==> config.mk <==
export PLATFORM = sky130hd
export DESIGN_NAME = clock_buffer_pool_manager_top_flat
export DESIGN_NICKNAME = d
export VERILOG_FILES = /design/src/sv/cbpm_pkg.sv /design/src/sv/cbpm_if.sv /design/src/sv/clock_buffer_pool_manager_top.sv /design/src/sv/cbpm_frame_mem.sv /design/src/flat_wrapper.sv
export SDC_FILE = /design/constraint.sdc
export NUM_CORES = 1
export LEC_CHECK = 0
export BUFFER_PORTS_ARGS = -buffer_cell sky130_fd_sc_hd__buf_2
export CAP_MARGIN = 20
export CORE_UTILIZATION = 45
export CTS_CLUSTER_SIZE = 24
export DETAILED_ROUTE_END_ITERATION = 8
export GPL_TIMING_DRIVEN = 0
export MAX_ROUTING_LAYER = met4
export PLACE_DENSITY_LB_ADDON = 0.1
export SLEW_MARGIN = 15
export SYNTH_ARGS = -nofsm -noshare
export SYNTH_HDL_FRONTEND = slang
export SYNTH_HIERARCHICAL = 1
export SYNTH_SLANG_ARGS = --single-unit
==> constraint.sdc <==
create_clock -name clk_i -period 9.4 [get_ports clk_i]
set_input_delay 0.47 -clock clk_i [delete_from_list [all_inputs] [get_ports clk_i]]
set_output_delay 0.47 -clock clk_i [all_outputs]
set_load 0.02 [all_outputs]
==> src/sv/cbpm_pkg.sv <==
// ----------------------------------------------------------------------------
// cbpm_pkg
// Shared codes and field widths for the buffer pool clock replacement block.
// ----------------------------------------------------------------------------
package cbpm_pkg;

  localparam int unsigned PageIdW = 32;
  localparam int unsigned FrameW  = 4;
  localparam int unsigned StatusW = 2;

  localparam logic OP_GET     = 1'b0;
  localparam logic OP_RELEASE = 1'b1;

  localparam logic [StatusW-1:0] STATUS_OK         = 2'd0;
  localparam logic [StatusW-1:0] STATUS_ALL_PINNED = 2'd1;
  localparam logic [StatusW-1:0] STATUS_NOT_PINNED = 2'd2;

  typedef enum logic [1:0] {
    ST_IDLE,
    ST_READ,
    ST_EVAL,
    ST_RESP
  } state_e;

  typedef enum logic [1:0] {
    MODE_RELEASE,
    MODE_LOOKUP,
    MODE_SWEEP
  } mode_e;

endpackage

==> src/sv/cbpm_if.sv <==
// ----------------------------------------------------------------------------
// cbpm_req_if / cbpm_rsp_if
// Request and response channels with valid/ready handshake.
// ----------------------------------------------------------------------------
interface cbpm_req_if
  import cbpm_pkg::*;
();
  logic               valid;
  logic               ready;
  logic               operation;
  logic [PageIdW-1:0] page_id;
  logic [FrameW-1:0]  frame_index;
  logic               mark_dirty;

  modport source (output valid, operation, page_id, frame_index, mark_dirty,
                  input ready);
  modport sink   (input valid, operation, page_id, frame_index, mark_dirty,
                  output ready);
endinterface

interface cbpm_rsp_if
  import cbpm_pkg::*;
();
  logic               valid;
  logic               ready;
  logic [FrameW-1:0]  frame;
  logic               hit;
  logic               fetch_needed;
  logic               writeback_needed;
  logic [PageIdW-1:0] evicted_page;
  logic [StatusW-1:0] status;

  modport source (output valid, frame, hit, fetch_needed, writeback_needed,
                  evicted_page, status, input ready);
  modport sink   (input valid, frame, hit, fetch_needed, writeback_needed,
                  evicted_page, status, output ready);
endinterface

==> src/sv/clock_buffer_pool_manager_top.sv <==
// ----------------------------------------------------------------------------
// clock_buffer_pool_manager_top
// Buffer frame manager with clock replacement over a frame state memory.
// ----------------------------------------------------------------------------
// Sequencing: a rejected release or a get into an empty pool goes straight to
//   the response state; a release reads and updates its frame; a get reads
//   frames one at a time (resident scan, then up to 2*FRAMES clock sweep steps).
// Throughput: one request at a time; each frame is read in ST_READ and evaluated
//   in ST_EVAL; the next request is accepted the cycle after the result loads.
// Reset: asynchronous; fill count and clock hand clear, no memory sweep.
// ----------------------------------------------------------------------------
module clock_buffer_pool_manager_top
  import cbpm_pkg::*;
#(
  parameter int unsigned FRAMES       = 16,
  parameter int unsigned PAGE_ID_BITS = 32,
  parameter int unsigned PIN_BITS     = 8
) (
  input  logic        clk_i,
  input  logic        rst_ni,
  cbpm_req_if.sink    req_i,
  cbpm_rsp_if.source  rsp_o
);

  localparam int unsigned FW   = $clog2(FRAMES);
  localparam int unsigned CW   = FW + 2;
  localparam int unsigned TW   = PAGE_ID_BITS;
  localparam int unsigned MW   = TW + PIN_BITS + 2;
  localparam int unsigned LastStep = 2 * FRAMES - 1;

  state_e state_q, state_d;
  mode_e  mode_q, mode_d;

  logic [TW-1:0]       page_q, page_d;
  logic                mark_q, mark_d;
  logic [FW-1:0]       addr_q, addr_d;
  logic [FW-1:0]       hand_q, hand_d;
  logic [FW:0]         fill_q, fill_d;
  logic [CW-1:0]       cnt_q, cnt_d;

  // result being built and output register
  logic [FrameW-1:0]   r_frame_q, r_frame_d;
  logic                r_hit_q, r_hit_d;
  logic                r_fetch_q, r_fetch_d;
  logic                r_wb_q, r_wb_d;
  logic [PageIdW-1:0]  r_evict_q, r_evict_d;
  logic [StatusW-1:0]  r_status_q, r_status_d;
  logic                out_valid_q;

  // memory ports
  logic                we;
  logic [FW-1:0]       waddr;
  logic [MW-1:0]       wdata;
  logic                re;
  logic [MW-1:0]       rdata;

  logic [TW-1:0]       rd_tag;
  logic                rd_ref;
  logic [PIN_BITS-1:0] rd_pin;
  logic                rd_dirty;

  logic                accept;
  logic                rel_bad;
  logic                tag_match;
  logic                last_resident;
  logic                fill_full;
  logic                last_step;
  logic                rel_empty;
  logic                sweep_take;
  logic [FW-1:0]       addr_next;
  logic                out_load;
  logic [MW-1:0]       install_word;

  cbpm_frame_mem #(
    .Depth (FRAMES),
    .Width (MW),
    .AddrW (FW)
  ) u_mem (
    .clk_i   (clk_i),
    .we_i    (we),
    .waddr_i (waddr),
    .wdata_i (wdata),
    .re_i    (re),
    .raddr_i (addr_q),
    .rdata_o (rdata)
  );

  assign {rd_tag, rd_ref, rd_pin, rd_dirty} = rdata;

  assign accept        = req_i.valid && req_i.ready;
  assign rel_bad       = (32'(req_i.frame_index) >= 32'(FRAMES))
                      || (32'(req_i.frame_index) >= 32'(fill_q));
  assign tag_match     = (rd_tag == page_q);
  assign last_resident = ((FW+1)'(addr_q) + (FW+1)'(1)) == fill_q;
  assign fill_full     = (fill_q == (FW+1)'(FRAMES));
  assign last_step     = (cnt_q == CW'(LastStep));
  assign rel_empty     = (rd_pin == '0);
  assign sweep_take    = !rd_ref && (rd_pin == '0);
  assign addr_next     = (32'(addr_q) == FRAMES - 1) ? '0 : addr_q + FW'(1);
  assign out_load      = (state_q == ST_RESP) && (!out_valid_q || rsp_o.ready);
  assign install_word  = {page_q, 1'b1, PIN_BITS'(1), 1'b0};

  assign req_i.ready = (state_q == ST_IDLE);

  // next state
  always_comb begin
    state_d = state_q;
    unique case (state_q)
      ST_IDLE: begin
        if (accept) begin
          if (req_i.operation == OP_RELEASE) begin
            state_d = rel_bad ? ST_RESP : ST_READ;
          end else begin
            state_d = (fill_q == '0) ? ST_RESP : ST_READ;
          end
        end
      end
      ST_READ: state_d = ST_EVAL;
      ST_EVAL: begin
        unique case (mode_q)
          MODE_RELEASE: state_d = ST_RESP;
          MODE_LOOKUP: begin
            if (tag_match || (last_resident && !fill_full)) begin
              state_d = ST_RESP;
            end else begin
              state_d = ST_READ;
            end
          end
          MODE_SWEEP: begin
            if (sweep_take || last_step) begin
              state_d = ST_RESP;
            end else begin
              state_d = ST_READ;
            end
          end
          default: state_d = ST_RESP;
        endcase
      end
      ST_RESP: begin
        if (out_load) begin
          state_d = ST_IDLE;
        end
      end
      default: state_d = ST_IDLE;
    endcase
  end

  // datapath and memory control
  always_comb begin
    mode_d     = mode_q;
    page_d     = page_q;
    mark_d     = mark_q;
    addr_d     = addr_q;
    hand_d     = hand_q;
    fill_d     = fill_q;
    cnt_d      = cnt_q;
    r_frame_d  = r_frame_q;
    r_hit_d    = r_hit_q;
    r_fetch_d  = r_fetch_q;
    r_wb_d     = r_wb_q;
    r_evict_d  = r_evict_q;
    r_status_d = r_status_q;
    we         = 1'b0;
    waddr      = addr_q;
    wdata      = rdata;
    re         = 1'b0;

    unique case (state_q)
      ST_IDLE: begin
        if (accept) begin
          page_d     = TW'(req_i.page_id);
          mark_d     = req_i.mark_dirty;
          addr_d     = '0;
          cnt_d      = '0;
          r_frame_d  = '0;
          r_hit_d    = 1'b0;
          r_fetch_d  = 1'b0;
          r_wb_d     = 1'b0;
          r_evict_d  = '0;
          r_status_d = STATUS_OK;
          if (req_i.operation == OP_RELEASE) begin
            mode_d    = MODE_RELEASE;
            addr_d    = FW'(req_i.frame_index);
            r_frame_d = req_i.frame_index;
            if (rel_bad) begin
              r_status_d = STATUS_NOT_PINNED;
            end
          end else begin
            mode_d = MODE_LOOKUP;
            if (fill_q == '0) begin
              // empty pool: install straight into frame 0
              we        = 1'b1;
              waddr     = '0;
              wdata     = {TW'(req_i.page_id), 1'b1, PIN_BITS'(1), 1'b0};
              fill_d    = (FW+1)'(1);
              r_fetch_d = 1'b1;
            end
          end
        end
      end
      ST_READ: re = 1'b1;
      ST_EVAL: begin
        unique case (mode_q)
          MODE_RELEASE: begin
            if (rel_empty) begin
              r_status_d = STATUS_NOT_PINNED;
            end else begin
              we    = 1'b1;
              wdata = {rd_tag, rd_ref, rd_pin - PIN_BITS'(1), rd_dirty | mark_q};
            end
          end
          MODE_LOOKUP: begin
            if (tag_match) begin
              we        = 1'b1;
              wdata     = {rd_tag, 1'b1, (&rd_pin) ? rd_pin : rd_pin + PIN_BITS'(1),
                           rd_dirty};
              r_frame_d = FrameW'(addr_q);
              r_hit_d   = 1'b1;
            end else if (last_resident && !fill_full) begin
              we        = 1'b1;
              waddr     = FW'(fill_q);
              wdata     = install_word;
              fill_d    = fill_q + (FW+1)'(1);
              r_frame_d = FrameW'(fill_q);
              r_fetch_d = 1'b1;
            end else if (last_resident) begin
              // all frames used: start the clock sweep one past the hand
              mode_d = MODE_SWEEP;
              hand_d = (32'(hand_q) == FRAMES - 1) ? '0 : hand_q + FW'(1);
              addr_d = (32'(hand_q) == FRAMES - 1) ? '0 : hand_q + FW'(1);
            end else begin
              addr_d = addr_next;
            end
          end
          MODE_SWEEP: begin
            if (rd_ref) begin
              we    = 1'b1;
              wdata = {rd_tag, 1'b0, rd_pin, rd_dirty};
            end
            if (sweep_take) begin
              we        = 1'b1;
              wdata     = install_word;
              r_frame_d = FrameW'(addr_q);
              r_fetch_d = 1'b1;
              r_wb_d    = rd_dirty;
              r_evict_d = PageIdW'(rd_tag);
            end else if (last_step) begin
              r_status_d = STATUS_ALL_PINNED;
            end else begin
              cnt_d  = cnt_q + CW'(1);
              hand_d = addr_next;
              addr_d = addr_next;
            end
          end
          default: ;
        endcase
      end
      ST_RESP: ;
      default: ;
    endcase
  end

  always_ff @(posedge clk_i or negedge rst_ni) begin
    if (!rst_ni) begin
      state_q     <= ST_IDLE;
      mode_q      <= MODE_LOOKUP;
      hand_q      <= '0;
      fill_q      <= '0;
      cnt_q       <= '0;
      out_valid_q <= 1'b0;
    end else begin
      state_q <= state_d;
      mode_q  <= mode_d;
      hand_q  <= hand_d;
      fill_q  <= fill_d;
      cnt_q   <= cnt_d;
      if (out_load) begin
        out_valid_q <= 1'b1;
      end else if (rsp_o.ready) begin
        out_valid_q <= 1'b0;
      end
    end
  end

  always_ff @(posedge clk_i) begin
    page_d_hold: begin
      page_q     <= page_d;
      mark_q     <= mark_d;
      addr_q     <= addr_d;
      r_frame_q  <= r_frame_d;
      r_hit_q    <= r_hit_d;
      r_fetch_q  <= r_fetch_d;
      r_wb_q     <= r_wb_d;
      r_evict_q  <= r_evict_d;
      r_status_q <= r_status_d;
    end
  end

  // output beat register
  logic [FrameW-1:0]  o_frame_q;
  logic               o_hit_q;
  logic               o_fetch_q;
  logic               o_wb_q;
  logic [PageIdW-1:0] o_evict_q;
  logic [StatusW-1:0] o_status_q;

  always_ff @(posedge clk_i) begin
    if (out_load) begin
      o_frame_q  <= r_frame_q;
      o_hit_q    <= r_hit_q;
      o_fetch_q  <= r_fetch_q;
      o_wb_q     <= r_wb_q;
      o_evict_q  <= r_evict_q;
      o_status_q <= r_status_q;
    end
  end

  assign rsp_o.valid            = out_valid_q;
  assign rsp_o.frame            = o_frame_q;
  assign rsp_o.hit              = o_hit_q;
  assign rsp_o.fetch_needed     = o_fetch_q;
  assign rsp_o.writeback_needed = o_wb_q;
  assign rsp_o.evicted_page     = o_evict_q;
  assign rsp_o.status           = o_status_q;

endmodule

==> src/sv/cbpm_frame_mem.sv <==
// ----------------------------------------------------------------------------
// cbpm_frame_mem
// Per-frame state store: one write port, one read port, registered read data.
// ----------------------------------------------------------------------------
module cbpm_frame_mem #(
  parameter int unsigned Depth = 16,
  parameter int unsigned Width = 42,
  parameter int unsigned AddrW = 4
) (
  input  logic             clk_i,
  input  logic             we_i,
  input  logic [AddrW-1:0] waddr_i,
  input  logic [Width-1:0] wdata_i,
  input  logic             re_i,
  input  logic [AddrW-1:0] raddr_i,
  output logic [Width-1:0] rdata_o
);

  logic [Width-1:0] mem [Depth];

  always_ff @(posedge clk_i) begin
    if (we_i) begin
      mem[waddr_i] <= wdata_i;
    end
  end

  always_ff @(posedge clk_i) begin
    if (re_i) begin
      rdata_o <= mem[raddr_i];
    end
  end

endmodule

==> src/flat_wrapper.sv <==
// flat-port wrapper written by rule: the top's interface ports become plain ports
module clock_buffer_pool_manager_top_flat import cbpm_pkg::*;
#(
  parameter int unsigned FRAMES       = 16,
  parameter int unsigned PAGE_ID_BITS = 32,
  parameter int unsigned PIN_BITS     = 8
)
  (clk_i, rst_ni, req_i_valid, req_i_operation, req_i_page_id, req_i_frame_index, req_i_mark_dirty, req_i_ready, rsp_o_valid, rsp_o_frame, rsp_o_hit, rsp_o_fetch_needed, rsp_o_writeback_needed, rsp_o_evicted_page, rsp_o_status, rsp_o_ready);
  cbpm_req_if req_i_i ();
  cbpm_rsp_if rsp_o_i ();
  input  logic clk_i;
  input  logic rst_ni;
  input wire logic [$bits(req_i_i.valid)-1:0] req_i_valid;
  input wire logic [$bits(req_i_i.operation)-1:0] req_i_operation;
  input wire logic [$bits(req_i_i.page_id)-1:0] req_i_page_id;
  input wire logic [$bits(req_i_i.frame_index)-1:0] req_i_frame_index;
  input wire logic [$bits(req_i_i.mark_dirty)-1:0] req_i_mark_dirty;
  output wire logic [$bits(req_i_i.ready)-1:0] req_i_ready;
  output wire logic [$bits(rsp_o_i.valid)-1:0] rsp_o_valid;
  output wire logic [$bits(rsp_o_i.frame)-1:0] rsp_o_frame;
  output wire logic [$bits(rsp_o_i.hit)-1:0] rsp_o_hit;
  output wire logic [$bits(rsp_o_i.fetch_needed)-1:0] rsp_o_fetch_needed;
  output wire logic [$bits(rsp_o_i.writeback_needed)-1:0] rsp_o_writeback_needed;
  output wire logic [$bits(rsp_o_i.evicted_page)-1:0] rsp_o_evicted_page;
  output wire logic [$bits(rsp_o_i.status)-1:0] rsp_o_status;
  input wire logic [$bits(rsp_o_i.ready)-1:0] rsp_o_ready;
  assign req_i_i.valid = req_i_valid;
  assign req_i_i.operation = req_i_operation;
  assign req_i_i.page_id = req_i_page_id;
  assign req_i_i.frame_index = req_i_frame_index;
  assign req_i_i.mark_dirty = req_i_mark_dirty;
  assign req_i_ready = req_i_i.ready;
  assign rsp_o_valid = rsp_o_i.valid;
  assign rsp_o_frame = rsp_o_i.frame;
  assign rsp_o_hit = rsp_o_i.hit;
  assign rsp_o_fetch_needed = rsp_o_i.fetch_needed;
  assign rsp_o_writeback_needed = rsp_o_i.writeback_needed;
  assign rsp_o_evicted_page = rsp_o_i.evicted_page;
  assign rsp_o_status = rsp_o_i.status;
  assign rsp_o_i.ready = rsp_o_ready;
  clock_buffer_pool_manager_top #(.FRAMES(FRAMES), .PAGE_ID_BITS(PAGE_ID_BITS), .PIN_BITS(PIN_BITS)) u_core (.clk_i(clk_i), .rst_ni(rst_ni), .req_i(req_i_i), .rsp_o(rsp_o_i));
endmodule
==> out/qor.log <==
[place] number of port buffers 84
[drt] DRT Pass-1 Iters 7
[sta] share of the clock period used by the worst path 58.98%
[logic_synthesis] post-synthesis cell type with the largest combined area sky130_fd_sc_hd__edfxtp_1
[sta] max-slew violation count 0
[worst_setup_path] Arr. time, crit path 5.87 ns
[run_status] status finished, final reports clean
[logic_synthesis] Syn Nets 1765
[die] height of the die 276.0 um
[sta] Max transition margin 16.96%
[logic_synthesis] Avg Synthesized Cell Area 19.78 um^2
[drt] drt total wl 91480 um
[sta] RSZ-0062 raised after global routing false
[drt] number of vias after detailed routing 17821
[flow_run] maxcap violations 0
[power_and_ir_drop] peak supply drop 0.1671 mV
[global_route] all-layer global routing usage 25.36%
[global_route] first-pass GRT wire length 130500 um
[die] num rows 100
[worst_setup_path] Setup crit end kind flip-flop
[power_and_ir_drop] Final Power 12.81 mW
[die] die extent in x 276.0 um
[finish] Non-Filler Instances 2996
[sta] count of endpoints failing hold in the final timing report 0
[worst_setup_path] critical path required time 9.73 ns
[logic_synthesis] proportion of synthesized area in mux cells 11.76%
[sta] setup TNS 0 ns
[clock_tree] Reg clk slew, reported paths 0.06 ns
[sta] PnR worst setup slack 3.856 ns
[global_route] Congestion Overflow GR 0
[worst_setup_path] number of cells traversed by the worst register-to-register path 12
[power_and_ir_drop] cell-internal power 8.780 mW
[logic_synthesis] most area-consuming cells after synthesis sky130_fd_sc_hd__edfxtp_1 74%, sky130_fd_sc_hd__mux4_2 11%, sky130_fd_sc_hd__a22oi_1 2.0%
[place] Placed Cells 2832
[drt] per-cell routed wire length 30.53 um
[clock_tree] number of buffers between clock root and the deepest sink 3
[clock_tree] total clock buffers created by CTS 89
[power_and_ir_drop] Gate power share 28.1%
[clock_tree] clock tree root driver cell sky130_fd_sc_hd__clkbuf_16
[drt] DR iter-0 viols 1888
[sta] peak clock frequency supported by timing 180.4 MHz
[logic_synthesis] post-synthesis share of cell area spent on full adders, half adders and majority gates 0.5556%
[logic_synthesis] xor and xnor area share after synthesis 1.115%
[hold_path] number of cells on the worst hold path 1
[logic_synthesis] most repeated cell in the gate-level netlist after synthesis sky130_fd_sc_hd__edfxtp_1
[finish] fraction of final layout cells with drive strength greater than 1 26.02%
[logic_synthesis] flip-flop and latch count after synthesis 853
[logic_synthesis] Yosys Warn Count 6
[sta] clock skew 0.01378 ns
[finish] Layout area overhead 17.69%
[sta] final count of negative-setup-slack endpoints 0
[worst_setup_path] CP Class flip-flop to flip-flop
[sta] smallest hold slack 0.02983 ns
[power_and_ir_drop] clock share of power 28.2%
[die] starting density of the core 45.45%
[clock_tree] CTS hold repair buffers 1
[die] I/O pin total 85
[power_and_ir_drop] Sw Ratio 31.47%
[logic_synthesis] share of the synthesized area in compound gates (AO/OA/AOI/OAI) 5.041%
[clock_tree] CTS tree done
[clock_tree] Post-CTS Setup Repair Bufs 0
[finish] final layout net count 2013
[die] Total Die Area 0.07617 mm^2
[global_route] number of global-route vias before repair 18150
[place] pre-CTS setup slack 3.998 ns
[power_and_ir_drop] leakage power figure 13.17 nW
[clock_tree] clk_lat worst skew 0.63 ns
[clock_tree] number of instances resized during post-cts repair 0
[clock_tree] H-tree level count 3
[drt] number of design rule violations left after detail routing 0
[global_route] largest net degree at the start of global routing 24
[drt] via-per-instance ratio 5.948
[worst_setup_path] category of the worst setup path launch point flip-flop
[global_route] antenna violations before repair 2
[place] routability congestion estimate 0.8617
[logic_synthesis] top cell type's share of synthesized area 74.05%
[logic_synthesis] asr flop ratio synth 2.345%
[power_and_ir_drop] total net switching power 4.032 mW
[logic_synthesis] Post-synth top cells 833 x sky130_fd_sc_hd__edfxtp_1, 168 x sky130_fd_sc_hd__mux4_2, 88 x sky130_fd_sc_hd__a22oi_1, 74 x sky130_fd_sc_hd__nand2_1, 71 x sky130_fd_sc_hd__and2_1
[logic_synthesis] Top FF cell, synth sky130_fd_sc_hd__edfxtp_1
[logic_synthesis] fraction of the yosys area taken by sequential cells 75.53%
[worst_setup_path] top fanout value on the critical path 8
[hold_path] class of the worst hold path primary input to flip-flop
[sta] transition time at the pin with the least slew margin 1.246 ns
[logic_synthesis] largest family of logic cells by synthesized area multiplexers
[logic_synthesis] cell count after synthesis 1708
[logic_synthesis] simple-gate share of the synthesized area 4.296%
[logic_synthesis] number of enable-type register cells in the synthesized netlist 833
[logic_synthesis] number of distinct library cell variants in the gate-level netlist after synthesis 73
[clock_tree] number of clock sinks seen by CTS 853
[power_and_ir_drop] power density relative to cell area 322.3 mW/mm^2
[drt] antenna violation net count after detailed routing 0
[die] placeable core area 0.07432 mm^2
[sta] Tmin final 5.544 ns
[logic_synthesis] Syn Std Cell Area 0.03378 mm^2
[place] detailed placement HPWL 61290 um
[power_and_ir_drop] power share of the sequential group 43.7%
## power groups by stage
stage          Clock [mW]  Combinational [mW]  Sequential (mW)
3_5_place_dp            0                3.60             5.68
3_3_place_gp            0                3.31             5.74
6_report             3.61                3.60             5.60
2_1_floorplan           0                2.09             5.68
5_1_grt              3.82                3.84             5.65
4_1_cts              3.68                3.61             5.61
## worst max-delay path, cell delays in order, from the launching register on
cell and delay, ns:
sky130_fd_sc_hd__edfxtp_1 0.54, sky130_fd_sc_hd__xor2_1 0.23, sky130_fd_sc_hd__nor4_1 0.41, sky130_fd_sc_hd__nand4_1 0.63
sky130_fd_sc_hd__o21ai_0 0.84, sky130_fd_sc_hd__a21oi_1 0.14, sky130_fd_sc_hd__o21ai_0 0.54, sky130_fd_sc_hd__nand3b_1 0.44
sky130_fd_sc_hd__nor3_2 0.45, sky130_fd_sc_hd__buf_4 0.29, sky130_fd_sc_hd__buf_4 0.24, sky130_fd_sc_hd__buf_4 0.24
sky130_fd_sc_hd__buf_4 0.22
## state kept, by name (all words and copies together) (netlist names), 2 cells and up
signal / count
u_core/addr_q: 4
u_core/fill_q: 5
u_core/u_mem/rdata_o: 42
u_core/rsp_o.status: 2
u_core/rsp_o.frame: 4
u_core/rsp_o.evicted_page: 32
u_core/cnt_q: 6
u_core/state_q: 2
u_core/hand_q: 4
u_core/r_status_q: 2
u_core/u_mem/mem: 672
u_core/r_evict_q: 32
u_core/mode_q: 2
u_core/r_frame_q: 4
u_core/page_q: 32
## worst paths after layout
check                                                     endpoint  slack (ns)                               start
min                                    u_core/page_q[17]$_DFFE_PP_        0.03                   req_i_page_id[17]
min in group asynchronous             u_core/fill_q[3]$_DFFE_PN0P_        0.36                              rst_ni
max                              u_core/u_mem/mem[4][23]$_DFFE_PP_        3.86  u_core/u_mem/rdata_o[41]$_DFFE_PP_
max in group asynchronous             u_core/mode_q[0]$_DFFE_PN1P_        8.67                              rst_ni
min reg2reg                u_core/rsp_o.evicted_page[26]$_DFFE_PP_        0.42  u_core/r_evict_q[26]$_SDFFCE_PN0P_
max reg2reg                      u_core/u_mem/mem[4][23]$_DFFE_PP_        3.86  u_core/u_mem/rdata_o[41]$_DFFE_PP_
## cells in the final DEF (no fill, tap or decap), types with 22 or more instances in the layout
cell,n
sky130_fd_sc_hd__edfxtp_1,833
sky130_fd_sc_hd__mux4_2,168
sky130_fd_sc_hd__buf_2,103
sky130_fd_sc_hd__clkbuf_16,91
sky130_fd_sc_hd__a22oi_1,88
sky130_fd_sc_hd__nand2_1,74
sky130_fd_sc_hd__clkbuf_1,72
sky130_fd_sc_hd__and2_1,71
sky130_fd_sc_hd__xor2_1,36
sky130_fd_sc_hd__o21ai_0,34
sky130_fd_sc_hd__a221o_1,33
sky130_fd_sc_hd__buf_4,31
sky130_fd_sc_hd__nor2_1,25
sky130_fd_sc_hd__buf_6,25
sky130_fd_sc_hd__clkinv_1,22
sky130_fd_sc_hd__buf_16,22
## layout make-up
type / instances / area, um^2
Antenna cell: 2 / 5.005
Buffer: 94 / 511.7
Clock buffer: 111 / 2352
Clock inverter: 49 / 618.1
Fill cell: 5919 / 34560
Inverter: 17 / 63.81
Multi-Input combinational cell: 744 / 7846
Sequential cell: 853 / 25520
Tap cell: 969 / 1212
Timing Repair Buffer: 157 / 1632
## stage by stage
stage	instance area [um^2]	util, %
finish	39760	53.49
global route	39750	53.49
CTS	39740	53.48
detailed placement	36760	49.47
global placement	35410	47.65
floorplan	33780	-
## kinds of logic after synthesis
family / after synthesis
flip-flops: 853
AND/OR/NAND/NOR: 274
AO/OA/AOI/OAI: 226
multiplexers: 186
buffers and inverters: 111
XOR/XNOR: 43
adder cells (fa/ha/maj): 15
## layer usage
layer  part of all wire [%]  GRT usage, %
met2                     48         39.84
met4                    2.4         6.261
met3                    5.7         4.006
met5                      0             -
met1                     43         34.84
Power figures use the tool's default switching activity.
